## config.mk

```make
export PLATFORM = sky130hd
export DESIGN_NAME = uvc_ram
export DESIGN_NICKNAME = d
export VERILOG_FILES = /design/src/sv/unused_vertex_compaction_remap_core_assert.svh /design/src/sv/uvc_ram.sv
export SDC_FILE = /design/constraint.sdc
export NUM_CORES = 1
export LEC_CHECK = 0
export ABC_AREA = 1
export BUFFER_PORTS_ARGS = -buffer_cell sky130_fd_sc_hd__buf_2
export CAP_MARGIN = 0
export CORE_MARGIN = 2
export CORE_UTILIZATION = 61
export DETAILED_ROUTE_END_ITERATION = 8
export PLACE_DENSITY_LB_ADDON = 0.3
export SYNTH_ARGS = -nofsm -noshare
export SYNTH_HDL_FRONTEND = slang
export SYNTH_SLANG_ARGS = --single-unit
```

## constraint.sdc

```tcl
create_clock -name clk -period 1.33 [get_ports clk]
set_input_delay 0.0665 -clock clk [delete_from_list [all_inputs] [get_ports clk]]
set_output_delay 0.0665 -clock clk [all_outputs]
set_load 0.02 [all_outputs]
```

## src/sv/unused_vertex_compaction_remap_core_assert.svh

```systemverilog
`ifndef UNUSED_VERTEX_COMPACTION_REMAP_CORE_ASSERT_SVH
`define UNUSED_VERTEX_COMPACTION_REMAP_CORE_ASSERT_SVH

// same-cycle implication, sampled on clk, off during reset
`define UVC_ASSERT_NOW(label, ante, cons) \
	label: assert property (@(posedge clk) disable iff (!arst_n) (ante) |-> (cons)) \
		else $error("uvc assertion failed");

// next-cycle implication, sampled on clk, off during reset
`define UVC_ASSERT_NEXT(label, ante, cons) \
	label: assert property (@(posedge clk) disable iff (!arst_n) (ante) |=> (cons)) \
		else $error("uvc assertion failed");

`endif

```

## src/sv/uvc_ram.sv

```systemverilog
module uvc_ram #(
	parameter int WIDTH = 8,
	parameter int DEPTH = 16
) (
	input  logic                     clk,
	input  logic                     we,
	input  logic [$clog2(DEPTH)-1:0] waddr,
	input  logic [WIDTH-1:0]         wdata,
	input  logic [$clog2(DEPTH)-1:0] raddr,
	output logic [WIDTH-1:0]         rdata
);

	logic [WIDTH-1:0] mem [DEPTH];

	always_ff @(posedge clk) begin
		if (we) begin
			mem[waddr] <= wdata;
		end
		rdata <= mem[raddr];
	end

endmodule

```

After elaboration in Yosys (flattened, before gate mapping)
Memories as Yosys holds them, arrays and structs flattened. A register that Yosys moved wholly into a read port is not among the register bits.
Index checks and enable logic that the tools add are counted.

operators by class
  muxes and demuxes = 2

operator list
  operator           count
  two-way mux 1 bit  2

word-level totals
  flip-flop bits (word level) = 0
  RAM bits = 128
  memories = 1

memory list
  name  depth  bits a word  rd ports  clocked after memory_dff  wr ports  line           source
  mem   16     8            1         1                         1         uvc_ram.sv:13  logic [WIDTH-1:0] mem [DEPTH];

Longest topological paths before layout
  depth after elaboration = 2
  gate-level depth with buffers = 8

Worst setup path before layout
Ideal clock, no wire load.

  path type = in2reg
  start = input port waddr[2]
  end = memory mem[10][0] (enable)
  library setup time = 0.370 ns
  arrival = 0.647 ns
  required time = 0.960 ns
  slack = 0.313 ns
  cell stages on the path = 2
  path buffers = 0
  cells stage by stage = nand3b_1 -> nor2_1

RTL lines
  what         line           source
  from (decl)  uvc_ram.sv:7   input logic [$clog2(DEPTH)-1:0] waddr,
  to (decl)    uvc_ram.sv:13

Straight into the memory's write port.

==> impl_metrics.toml <==
[run_status]
status = "finished clean"

[floorplanning]
initial_core_util_pct = 62.71
die_w_um = 101.2
dieArea_mm2 = 0.01025
core_mm2 = 0.009196
num_rows = 35
ios = 26
chipHeight_um = 101.2

[yosys]
synth.most_common_cell = "nand2_1"
yosysTopAreaCell = "edfxtp_1"
synth-edff-count = 128
ys_async_sr_fraction_pct = 0
synth_area_mm2 = 0.005767
synthAdderAreaFrac_pct = 0
synth_flop_cell = "edfxtp_1"
ys_warn_count = 0
netlist_instances = 551
synth.avg_cell_area_um2 = 10.47
synth_top_area_share_pct = 66.65
syn-num-nets = 569
yosys.area_share.simple_pct = 21.05
synth_common_cells = "nand2_1 (173), edfxtp_1 (128), inv_1 (100), nand3_1 (97), nor2_1 (17)"
yosys.area_share.xor_xnor_pct = 0
muxShareOfSynthArea_pct = 0
yosysUniqueCellTypes = 12
synth_seq_cells = 136
synth_compound_area_share_pct = 0
synth_top_family_by_area = "simple AND/OR/NAND/NOR gates"
synth_area_leaders = "edfxtp_1 (67%), nand2_1 (11%), nand3_1 (8.4%), inv_1 (6.5%), dfxtp_1 (2.8%)"
synth_seq_area_share_pct = 69.43

[detailed_routing]
avgViaCountPerCell = 5.492
firstDrtPassIters = 5
vias = 4004
wire_per_inst_um = 17.44
wirelength_um = 12720
drt_iter0_markers = 563
ant_nets = 0
drc = 0

[worst_setup_path]
worstPathMaxFanout = 1
start_kind = "flop"
crit_slowest_cell = "edfxtp_1"
end_kind = "flop"
max_stage_delay_ns = 0.36
crit_arrival_ns = 1.46
crit_buf_inv = 1
path_class = "reg -> reg"
cp_cell_sequence = "inv_1 > nand2_1 > nand3_1 > nand3_1 > nand3_1 > nand2_1"
cp_data_required_time_ns = 1.73
crit_top_cell = "nand3_1"
cpLargestDelayFamily = "simple AND/OR/NAND/NOR gates"

[clocking]
post_cts_buffers = 0
clock-sinks = 136
clock_latency_ns = 0.52
cts_buffer_depth = 2
cts_root_buffer = "clkbuf_8"
clk_pin_slew_ns = 0.06
cts_tree = "done"
h-tree-depth = 4
cts_made_buffers = 17

[timing]
min_period_ns = 1.059
fmax_mhz = 944.5
fin_hold_ws_ns = 0.08478
hold_violations = 0
maxSlewViolCount = 0
tns_ns = 0
worstMarginPinSlew_ns = 0.4166
fin_skew_ns = 0.01393
rsz0062_at_grt = "no"
setup_viol = 0
relSlewSlack_pct = 72.23
finalCritPeriodShare_pct = 79.60

[job]
max_cap_viol_count = 0

[placed_design]
hpwl_um = 7801
place_congestion = 0.8627
portBuffers = 25

[final_layout]
drive_gt1_share_pct = 13.27
areaGrowthSynthToFinish_pct = 17.42
num-nets-final = 623
n_antenna_cell = 0

[pwr]
powerDensity_mw_per_mm2 = 1472
total_leakage_power_uw = 0.002973
ir_drop_v = 0.0008985
power_uw = 9967

[global_routing]
grt_pass1_wl_um = 20170
grt_start_max_net_pins = 41
gr-total-overflow = 0
grt_pass1_vias = 3868
grt_use_total_pct = 27.11
antenna_found_initial = 0

[min_path]
worstHoldPathType = "in -> reg"
report_power, final:
group / switching (µW) / internal [µW] / total, µW
combinational: 456 / 208 / 665
clock: 1760 / 2730 / 4490
sequential: 24.1 / 4790 / 4810
total: 2240 / 7730 / 9970
placed cells by master, fill, tap and decap left out, drive strengths merged:
cell | Yosys | layout
nand2 | 173 | 173
dlygate4sd3 | 0 | 9
dfxtp | 8 | 8
nor2 | 17 | 17
clkinvlp | 0 | 3
clkbuf | 0 | 19
nand3 | 97 | 97
buf | 24 | 50
bufinv | 0 | 2
clkinv | 0 | 6
edfxtp | 128 | 128
nand3b | 2 | 2
inv | 102 | 104
cell families after synthesis:
family,after synthesis
and+or+nand+nor,289
DFF,136
buffers and inverters,126
path summary, 6_finish.rpt:
kind | start | to | slack [ns] | depth (start not counted)
hold reg to reg | mem[12][1] | rdata[1] | 0.65 | 6
hold / removal | raddr[1] | rdata[3] | 0.08 | 6
setup reg to reg | mem[9][3] | rdata[3] | 0.27 | 6
setup / recovery | mem[9][3] | rdata[3] | 0.27 | 6
sequential cells by signal, summed over array words and instances, names as in the netlist:
name and cells:
rdata 8, mem 128
worst min-delay path: stages:
cell and delay [ns]:
buf_2 0.09, inv_2 0.10, nand3_1 0.10, nand3_1 0.06, nand3_1 0.08, nand2_1 0.05
what timing repair did:
item | 4_1_cts | 5_1_grt
hold endpoints to repair | 109 | 0
hold buffers | 9 | 0
resized for setup | 0 | 0
through the flow:
step | cell area, µm² | utilization [%] | setup slack, ns | instances
floorplan | 5767 | - | 0.3127 | 551
global placement | 6102 | 66.35 | 0.2220 | 688
detailed placement | 6102 | 66.35 | 0.1928 | 688
CTS | 6771 | 73.63 | 0.2693 | 729
global route | 6771 | 73.63 | 0.2059 | 729
finish | 6771 | 73.63 | 0.2713 | 729
per-layer routing:
metal | up-vias | wire (µm) | global-route usage [%]
met4 | 0 | 193 | 10.50
met5 | - | 0 | 0
met3 | 23 | 1357 | 5.659
met2 | 232 | 6146 | 42.54
li1 | 1879 | - | -
met1 | 1870 | 5020 | 37.84
layout make-up:
class	instances	area [µm²]
fillers	581	2425
clock inverters	13	147.6
well taps	111	138.9
clock buffers	19	431.7
flip-flops and latches	136	4004
repair buffers	59	452.9
inverters	102	382.9
multi-input cells	289	1214
Note: power is estimated with default switching activity, not from simulation.
