===== src/sv/unused_vertex_compaction_remap_core_assert.svh =====
`ifndef UNUSED_VERTEX_COMPACTION_REMAP_CORE_ASSERT_SVH
`define UNUSED_VERTEX_COMPACTION_REMAP_CORE_ASSERT_SVH

// same-cycle implication, sampled on clk, off during reset
`define UVC_ASSERT_NOW(label, ante, cons) \
	label: assert property (@(posedge clk) disable iff (!arst_n) (ante) |-> (cons)) \
		else $error("uvc assertion failed");

// next-cycle implication, sampled on clk, off during reset
`define UVC_ASSERT_NEXT(label, ante, cons) \
	label: assert property (@(posedge clk) disable iff (!arst_n) (ante) |=> (cons)) \
		else $error("uvc assertion failed");

`endif


===== src/sv/uvc_pkg.sv =====
package uvc_pkg;

	localparam int MAX_V   = 4096;
	localparam int VIDX_W  = $clog2(MAX_V);
	localparam int VCNT_W  = $clog2(MAX_V + 1);
	localparam int ENTRY_W = VIDX_W + 1;

	typedef enum logic [1:0] {
		K_CLEAR   = 2'd0,
		K_MARK    = 2'd1,
		K_COMPACT = 2'd2,
		K_LOOKUP  = 2'd3
	} kind_t;

	typedef enum logic [1:0] {
		ST_OK       = 2'd0,
		ST_RANGE    = 2'd1,
		ST_NOTBUILT = 2'd2
	} status_t;

	typedef struct packed {
		logic [VIDX_W-1:0] new_index;
		logic              vertex_used;
		logic [VCNT_W-1:0] kept_count;
		logic              all_used;
		status_t           status;
	} res_t;

	typedef struct packed {
		logic               we;
		logic [VIDX_W-1:0]  waddr;
		logic [ENTRY_W-1:0] wdata;
		logic [VIDX_W-1:0]  raddr;
	} ram_req_t;

endpackage


===== src/sv/uvc_if.sv =====
interface uvc_in_if;
	logic        valid;
	logic        ready;
	logic [1:0]  kind;
	logic [11:0] vertex_number;

	modport source (output valid, kind, vertex_number, input ready);
	modport sink (input valid, kind, vertex_number, output ready);
endinterface



===== src/sv/uvc_engine.sv =====
module uvc_engine
	import uvc_pkg::*;
(
	input  logic               clk,
	input  logic               arst_n,
	uvc_in_if.sink             items,
	input  logic [VCNT_W-1:0]  count,
	input  logic               cfg_we,
	output ram_req_t           ram_req,
	input  logic [ENTRY_W-1:0] ram_rdata,
	output logic               res_valid,
	output res_t               res,
	input  logic               res_ready
);

	`include "unused_vertex_compaction_remap_core_assert.svh"

	typedef enum logic [2:0] {
		S_CLR,
		S_IDLE,
		S_COMPACT,
		S_LOOK,
		S_RESULT
	} state_t;

	state_t              state_q;
	logic [VCNT_W-1:0]   cnt_q;
	logic                vld_s1;
	logic [VIDX_W-1:0]   addr_s1;
	logic [VCNT_W-1:0]   running_q;
	logic                table_valid_q;
	logic [VCNT_W-1:0]   kept_q;
	res_t                res_q;

	kind_t               kind;
	logic                accept;
	logic                in_range;
	logic                rd_issue;
	logic                compact_done;

	assign kind      = kind_t'(items.kind);
	assign items.ready = (state_q == S_IDLE);
	assign accept    = items.valid && items.ready;
	assign in_range  = {1'b0, items.vertex_number} < count;
	assign rd_issue  = (state_q == S_COMPACT) && (cnt_q < count);
	assign compact_done = (state_q == S_COMPACT) && !rd_issue && !vld_s1;
	assign res_valid = (state_q == S_RESULT);
	assign res       = res_q;

	always_comb begin
		ram_req.we    = 1'b0;
		ram_req.waddr = cnt_q[VIDX_W-1:0];
		ram_req.wdata = '0;
		ram_req.raddr = cnt_q[VIDX_W-1:0];
		unique case (state_q)
			S_CLR: begin
				ram_req.we = 1'b1;
			end
			S_IDLE: begin
				ram_req.raddr = items.vertex_number;
				ram_req.waddr = items.vertex_number;
				ram_req.wdata = {1'b1, {VIDX_W{1'b0}}};
				ram_req.we    = accept && (kind == K_MARK) && in_range;
			end
			S_COMPACT: begin
				ram_req.we    = vld_s1;
				ram_req.waddr = addr_s1;
				ram_req.wdata = {ram_rdata[VIDX_W], running_q[VIDX_W-1:0]};
			end
			default: begin
			end
		endcase
	end

	// table valid flag
	always_ff @(posedge clk or negedge arst_n) begin
		if (!arst_n) begin
			table_valid_q <= 1'b0;
		end else if (cfg_we) begin
			table_valid_q <= 1'b0;
		end else if (accept && ((kind == K_CLEAR) || ((kind == K_MARK) && in_range))) begin
			table_valid_q <= 1'b0;
		end else if (compact_done) begin
			table_valid_q <= 1'b1;
		end
	end

	always_ff @(posedge clk or negedge arst_n) begin
		if (!arst_n) begin
			state_q       <= S_CLR;
			cnt_q         <= '0;
			vld_s1        <= 1'b0;
			addr_s1       <= '0;
			running_q     <= '0;
			kept_q        <= '0;
			res_q         <= '0;
		end else begin
			unique case (state_q)
				S_CLR: begin
					cnt_q <= cnt_q + VCNT_W'(1);
					if (cnt_q == VCNT_W'(MAX_V - 1)) begin
						state_q <= S_IDLE;
					end
				end
				S_IDLE: begin
					if (accept) begin
						unique case (kind)
							K_CLEAR: begin
								cnt_q         <= '0;
								state_q       <= S_CLR;
							end
							K_MARK: begin
								if (!in_range) begin
									res_q.status <= ST_RANGE;
									state_q      <= S_RESULT;
								end
							end
							K_COMPACT: begin
								cnt_q     <= '0;
								running_q <= '0;
								vld_s1    <= 1'b0;
								state_q   <= S_COMPACT;
							end
							K_LOOKUP: begin
								priority if (!table_valid_q) begin
									res_q.status <= ST_NOTBUILT;
									state_q      <= S_RESULT;
								end else if (!in_range) begin
									res_q.status <= ST_RANGE;
									state_q      <= S_RESULT;
								end else begin
									state_q <= S_LOOK;
								end
							end
						endcase
					end
				end
				S_COMPACT: begin
					vld_s1  <= rd_issue;
					addr_s1 <= cnt_q[VIDX_W-1:0];
					if (rd_issue) begin
						cnt_q <= cnt_q + VCNT_W'(1);
					end
					if (vld_s1) begin
						running_q <= running_q + VCNT_W'(ram_rdata[VIDX_W]);
					end
					if (compact_done) begin
						kept_q             <= running_q;
						res_q.new_index    <= '0;
						res_q.vertex_used  <= 1'b0;
						res_q.kept_count   <= running_q;
						res_q.all_used     <= (running_q == count);
						res_q.status       <= ST_OK;
						state_q            <= S_RESULT;
					end
				end
				S_LOOK: begin
					res_q.new_index   <= ram_rdata[VIDX_W-1:0];
					res_q.vertex_used <= ram_rdata[VIDX_W];
					res_q.kept_count  <= kept_q;
					res_q.all_used    <= (kept_q == count);
					res_q.status      <= ST_OK;
					state_q           <= S_RESULT;
				end
				S_RESULT: begin
					if (res_ready) begin
						res_q   <= '0;
						state_q <= S_IDLE;
					end
				end
				default: begin
					state_q <= S_IDLE;
				end
			endcase
		end
	end

	// compact writes back behind its read pointer, never onto the entry being read
	`UVC_ASSERT_NOW(a_no_rw_collide, rd_issue && ram_req.we, ram_req.waddr != ram_req.raddr)
	`UVC_ASSERT_NOW(a_running_bound, state_q == S_COMPACT, running_q <= cnt_q)
	`UVC_ASSERT_NEXT(a_res_hold, res_valid && !res_ready, res_valid && $stable(res_q))
	`UVC_ASSERT_NOW(a_valid_from_compact, $rose(table_valid_q), $past(state_q) == S_COMPACT)

endmodule

===== src/flat_wrapper.sv =====
// flat-port wrapper written by rule: the top's interface ports become plain ports
module uvc_engine_flat import uvc_pkg::*;
  (clk, arst_n, count, cfg_we, ram_req, ram_rdata, res_valid, res, res_ready, items_valid, items_kind, items_vertex_number, items_ready);
  uvc_in_if items_i ();
  input  logic clk;
  input  logic arst_n;
  input  logic [VCNT_W-1:0] count;
  input  logic cfg_we;
  output ram_req_t ram_req;
  input  logic [ENTRY_W-1:0] ram_rdata;
  output logic res_valid;
  output res_t res;
  input  logic res_ready;
  input wire logic [$bits(items_i.valid)-1:0] items_valid;
  input wire logic [$bits(items_i.kind)-1:0] items_kind;
  input wire logic [$bits(items_i.vertex_number)-1:0] items_vertex_number;
  output wire logic [$bits(items_i.ready)-1:0] items_ready;
  assign items_i.valid = items_valid;
  assign items_i.kind = items_kind;
  assign items_i.vertex_number = items_vertex_number;
  assign items_ready = items_i.ready;
  uvc_engine u_core (.clk(clk), .arst_n(arst_n), .items(items_i), .count(count), .cfg_we(cfg_we), .ram_req(ram_req), .ram_rdata(ram_rdata), .res_valid(res_valid), .res(res), .res_ready(res_ready));
endmodule

===== config.mk =====
export PLATFORM = sky130hd
export DESIGN_NAME = uvc_engine_flat
export DESIGN_NICKNAME = d
export VERILOG_FILES = /design/src/sv/uvc_pkg.sv /design/src/sv/uvc_if.sv /design/src/sv/uvc_engine.sv /design/src/flat_wrapper.sv
export VERILOG_INCLUDE_DIRS = /design/src /design/src/sv
export SDC_FILE = /design/constraint.sdc
export NUM_CORES = 1
export LEC_CHECK = 0
export ABC_CLOCK_PERIOD_IN_PS = 3100
export BUFFER_PORTS_ARGS = -buffer_cell sky130_fd_sc_hd__clkbuf_2
export CAP_MARGIN = 20
export CORE_UTILIZATION = 55
export CTS_CLUSTER_SIZE = 8
export DETAILED_ROUTE_END_ITERATION = 16
export HOLD_SLACK_MARGIN = 0.03
export PLACE_DENSITY = 0.79
export SYNTH_ARGS = -nofsm -noshare
export SYNTH_HDL_FRONTEND = slang
export SYNTH_SLANG_ARGS = --single-unit

===== constraint.sdc =====
create_clock -name clk -period 3.1 [get_ports clk]
set_clock_uncertainty 0.2 [all_clocks]
set_input_delay 0.62 -clock clk [delete_from_list [all_inputs] [get_ports clk]]
set_output_delay 0.62 -clock clk [all_outputs]
set_load 0.02 [all_outputs]

## Yosys cells after proc, flatten, opt, wreduce, memory -nomap -nowiden

Index checks and enable logic that the tools add are counted.

- Order comparisons: 2
- Reduce and logical (&&, ||, !) cells: 26
- Mux-type cells: 34
- Add/sub/neg operators: 2
- Eq/ne operators: 20

Operators with widths:

| operator | number |
|---|---|
| $pmux W27 S3 | 1 |
| $mux W13 | 6 |
| $mux W29 | 2 |
| $pmux W25 S2 | 1 |
| $pmux W13 S3 | 1 |
| $eq A13 B13 Y1 | 2 |
| $pmux W13 S2 | 1 |
| $mux W3 | 7 |
| $pmux W3 S5 | 1 |
| $add A13 B1 Y13 | 1 |
| $add A13 B1 Y13 const B | 1 |
| $eq A13 B12 Y1 const B | 1 |
| $lt A12 B13 Y1 | 1 |
| $lt A13 B13 Y1 | 1 |
| $mux W12 | 1 |
| $pmux W3 S4 | 1 |
| $ne A2 B1 Y1 const B | 5 |
| $reduce_and A5 Y1 | 2 |
| $reduce_bool A3 Y1 | 3 |
| $logic_and A1 B1 Y1 | 8 |
| $pmux W2 S4 | 1 |
| $reduce_and A4 Y1 | 2 |
| $eq A3 B2 Y1 const B | 2 |
| $mux W2 | 3 |
| other kinds (19) | 29 |

- Bits of input ports: 45
- Register bits: 85
- Output and inout port bits: 69
- Logic and storage cells: 96

## Logic depth before layout (Yosys ltp)

- Word-level depth: 8
- Gate-level depth with buffers: 10
- Gate-level depth less buffers: 8

## Worst setup path after synthesis

No wires, ideal clock.

- Kind: input-to-output
- From: input count[8]
- To: output ram_req[37] in the netlist's numbering
- Buffers on the path: 0
- Slack: 0.065 ns
- Stages on the path: 8
- Data arrival time: 2.215 ns
- Path through: inv_1 -> ha_1 -> a41oi_1 -> o21ai_0 -> a2bb2oi_1 -> o21a_1 -> a21oi_1 -> a211oi_1

RTL lines:

| item | RTL line | source |
|---|---|---|
| start, declared | flat_wrapper.sv:7 | `input logic [VCNT_W-1:0] count;` |
| end, declared | flat_wrapper.sv:9 | `output ram_req_t ram_req;` |

==> run_results.csv <==
group,metric,value,unit
status,status,"completed",
floorplanning,fp.dieW,100,um
floorplanning,start_util,57.0,%
logic_synthesis,syn_inst,619,
sta,period_needed,3.06,ns
floorplanning,design.core.area,9330,um2
sta,relSlewSlack,51.7,%
finish,diodes,0,
logic_synthesis,seq_area_frac_synth,40.0,%
finish,fill_cells,745,
finish,final_util,70.2,%
critical_path,crit_chain,"clkbuf_2 -> inv_1 -> ha_1 -> a21o_1 -> a21oi_2 -> a2bb2oi_2 -> o21a_1 -> a21oi_1 -> a211oi_2 -> buf_4",
global_route,grt_pass1_wl,25300,um
sta,worst_pin_slew,0.716,ns
route,vias_per_cell,6.03,
route,drt_first_pass_iters,5,
power,peakVddDrop,0.387,mV
finish,nNetsFinal,826,
critical_path,crit_path_start_kind,"input port",
logic_synthesis,synth_area,5320,um2
critical_path,worstSetupEndpointType,"output port",
sta,rsz0062_at_grt,"yes",
cts,cts_hold_buf,0,
placement,dp_cells,872,
logic_synthesis,synth_fp_nets,690,
finish,multi_input_area,3010,um2
cts,cts_tree,"built",
global_route,grtUsageMet1,44.0,%
logic_synthesis,yosys_warnings,0,
floorplanning,die-area,10100,um2
sta,hold_viol,0,
critical_path,path_class,"in2out",
finish,drive_gt1_share,28.9,%
flow_run,max_cap_viol_count,0,
critical_path,reg2reg_depth,7,
floorplanning,fp-row-count,35,
route,wl_per_cell,18.1,um
placement,dp_hpwl,11800,um
power,p_per_area,698,nW/um2
finish,area.growth.synth_to_final,23.1,%
sta,clock.fmax,327,MHz
critical_path,cp_slowest_stage_delay,0.29,ns
logic_synthesis,synth_cell_types,60,
placement,io_buffers,113,
floorplanning,die_h,100,um
cts,cts.htree.levels,3,
sta,setup_viol,0,
logic_synthesis,async_flop_share,100,%
cts,clock_latency,0.36,ns
global_route,grt_antenna_before_repair,0,
route,detail-route-antenna-nets,0,
critical_path,slowest_stage,"ha_1",
logic_synthesis,avgSynthCellArea,8.60,um2
floorplanning,pin_count,114,
sta,finalCritPeriodShare,98.6,%
cts,cts_buffer_depth,2,
logic_synthesis,synth_edf_count,0,
power,p_leak,0.00332,uW
cts,clock-sinks,85,
route,vias,5351,
global_route,use_met2,51.7,%
critical_path,cp.required,2.28,ns
placement,gp_congestion,0.936,
worst_hold_path,hold_class,"in2async",
global_route,gr-usage-met3,4.67,%
global_route,overflow,0,
route,drt_wl_total,16100,um
finish,stdcell_count,888,
cts,cts_inserted_buffers,9,
sta,slew_violations,0,
critical_path,arrival,2.24,ns
global_route,grt_use_total,32.4,%
logic_synthesis,synth-seq-cells,85,
cts,clk_pin_slew,0.08,ns
global_route,grt.busiest_layer,"met2",
logic_synthesis,yosys_most_used_dff,"dfrtp_1",
finish,ff_latch_area,2130,um2
global_route,grt_max_degree,55,
cts,cts-root-buf,"clkbuf_8",
global_route,grt_pass1_vias,5115,
route,drc,0,
route,drt_iter0_markers,560,
critical_path,crit_fanout,2,
[layout by cell type (no fill, tap or decap), drive strengths merged, types with 3 or more instances in the layout]
cell type / count
nor2: 26
nor2b: 5
or4: 8
nand3: 12
nand2: 143
a21oi: 40
a22oi: 14
or3: 6
o21ai: 40
a22o: 14
a21o: 3
a211oi: 5
xor2: 10
dfrtp: 85
inv: 22
clkinv: 3
and4: 3
clkbuf: 120
o31ai: 7
and2: 4
and3: 14
nand4: 4
mux2: 27
a31oi: 3
ha: 26
xnor2: 15
mux2i: 4
buf: 51
nor3: 6
nand3b: 3
[flip-flops by register name, summed over array words and instances, names as in the netlist]
| name | cells |
|---|---|
| u_core.cnt_q | 13 |
| u_core.addr_s1 | 12 |
| u_core.table_valid_q | 1 |
| u_core.state_q | 3 |
| u_core.res | 29 |
| u_core.vld_s1 | 1 |
| u_core.running_q | 13 |
| u_core.kept_q | 13 |
[per-layer routing]
layer,vias up,wire length [um],share of wire [%]
met1,2558,6670,42
met2,320,7590,47
met3,35,1400,8.7
met4,0,398,2.5
li1,2438,-,-
met5,-,0,0
[cells in the mapped netlist, drive strengths merged, types with 3 or more instances]
| library cell | number | share of area [%] |
|---|---|---|
| mux2 | 27 | 5.7 |
| mux2i | 4 | 0.75 |
| nor2b | 5 | 0.59 |
| and2 | 4 | 0.47 |
| nor2 | 26 | 1.8 |
| o31ai | 7 | 0.99 |
| a22o | 14 | 2.3 |
| or4 | 8 | 1.2 |
| and3 | 14 | 1.6 |
| a21o | 3 | 0.42 |
| a31oi | 3 | 0.35 |
| nand3 | 12 | 1.1 |
| xnor2 | 15 | 2.5 |
| a211oi | 5 | 0.80 |
| or3 | 6 | 0.75 |
| ha | 26 | 6.1 |
| nand3b | 3 | 0.42 |
| nand2 | 143 | 10 |
| buf | 4 | 0.35 |
| a22oi | 14 | 2.0 |
| a21oi | 40 | 3.8 |
| dfrtp | 85 | 40 |
| o21ai | 40 | 3.8 |
| inv | 20 | 1.4 |
| nor3 | 6 | 0.56 |
| xor2 | 10 | 1.6 |
| nand4 | 4 | 0.47 |
| clkbuf | 33 | 2.3 |
| and4 | 3 | 0.49 |
[final timing paths]
path                                    start                    to  slack [ns]
hold / removal                         arst_n     u_core.addr_s1[2]        0.12
setup / recovery                    count[10]           ram_req[37]        0.04
min in group clk                       cfg_we  u_core.table_valid_q        0.20
max in group asynchronous              arst_n     u_core.addr_s1[8]        1.97
setup reg to reg              u_core.cnt_q[4]      u_core.cnt_q[10]        0.34
hold reg to reg            u_core.addr_s1[10]    u_core.addr_s1[10]        0.29
[final cells by class]
cell class                      instances  area share (%)
Timing Repair Buffer                  162            14.9
Clock inverter                          6            1.09
Inverter                               22            1.26
Sequential cell                        85            32.5
Multi-Input combinational cell        475            45.9
Tap cell                              129            2.46
Clock buffer                            9            1.89
[critical path: cells and delay by family]
family	cells	cell delay, ns
buf+inv	3	0.32
fa+ha+maj	1	0.29
compound gates	6	1.01
[metrics by stage]
stage	power [uW]	hold WS (ns)	area (um2)	TNS [ns]	setup WS (ns)
6_report	4570	0.116	6550	0	0.0437
3_3_place_gp	3630	0.257	6310	-0.0663	-0.0663
3_5_place_dp	3720	0.267	6310	-0.174	-0.174
5_1_grt	4830	0.157	6550	-0.0393	-0.0393
2_1_floorplan	2860	0.124	5320	0	0.0651
4_1_cts	4540	0.133	6520	0	0.0311
[power by group]
part	leakage, uW	switching [uW]	internal, uW
Combinational	0.00208	1430	810
Sequential	0.00115	195	1320
Clock	0.0000923	444	376
Total	0.00332	2070	2500
[repair_timing]
item                       CTS  global route
pin swaps                    2             2
resized for setup            5             4
setup endpoints to repair    1            12
setup buffers                0             1
[logic make-up (layout without fill, tap and decap cells)]
logic type                 after synthesis  count (layout)  share of synthesized area [%]
and+or+nand+nor                        244             244                           21.2
AOI/OAI and AO/OA                      149             149                           17.9
DFF                                     85              85                           40.0
buffers and inverters                   59             199                           4.23
muxes                                   31              31                           6.47
adders and majority gates               26              26                           6.11
xor gates and xnor gates                25              25                           4.11
(Power assumes the default switching activity.)
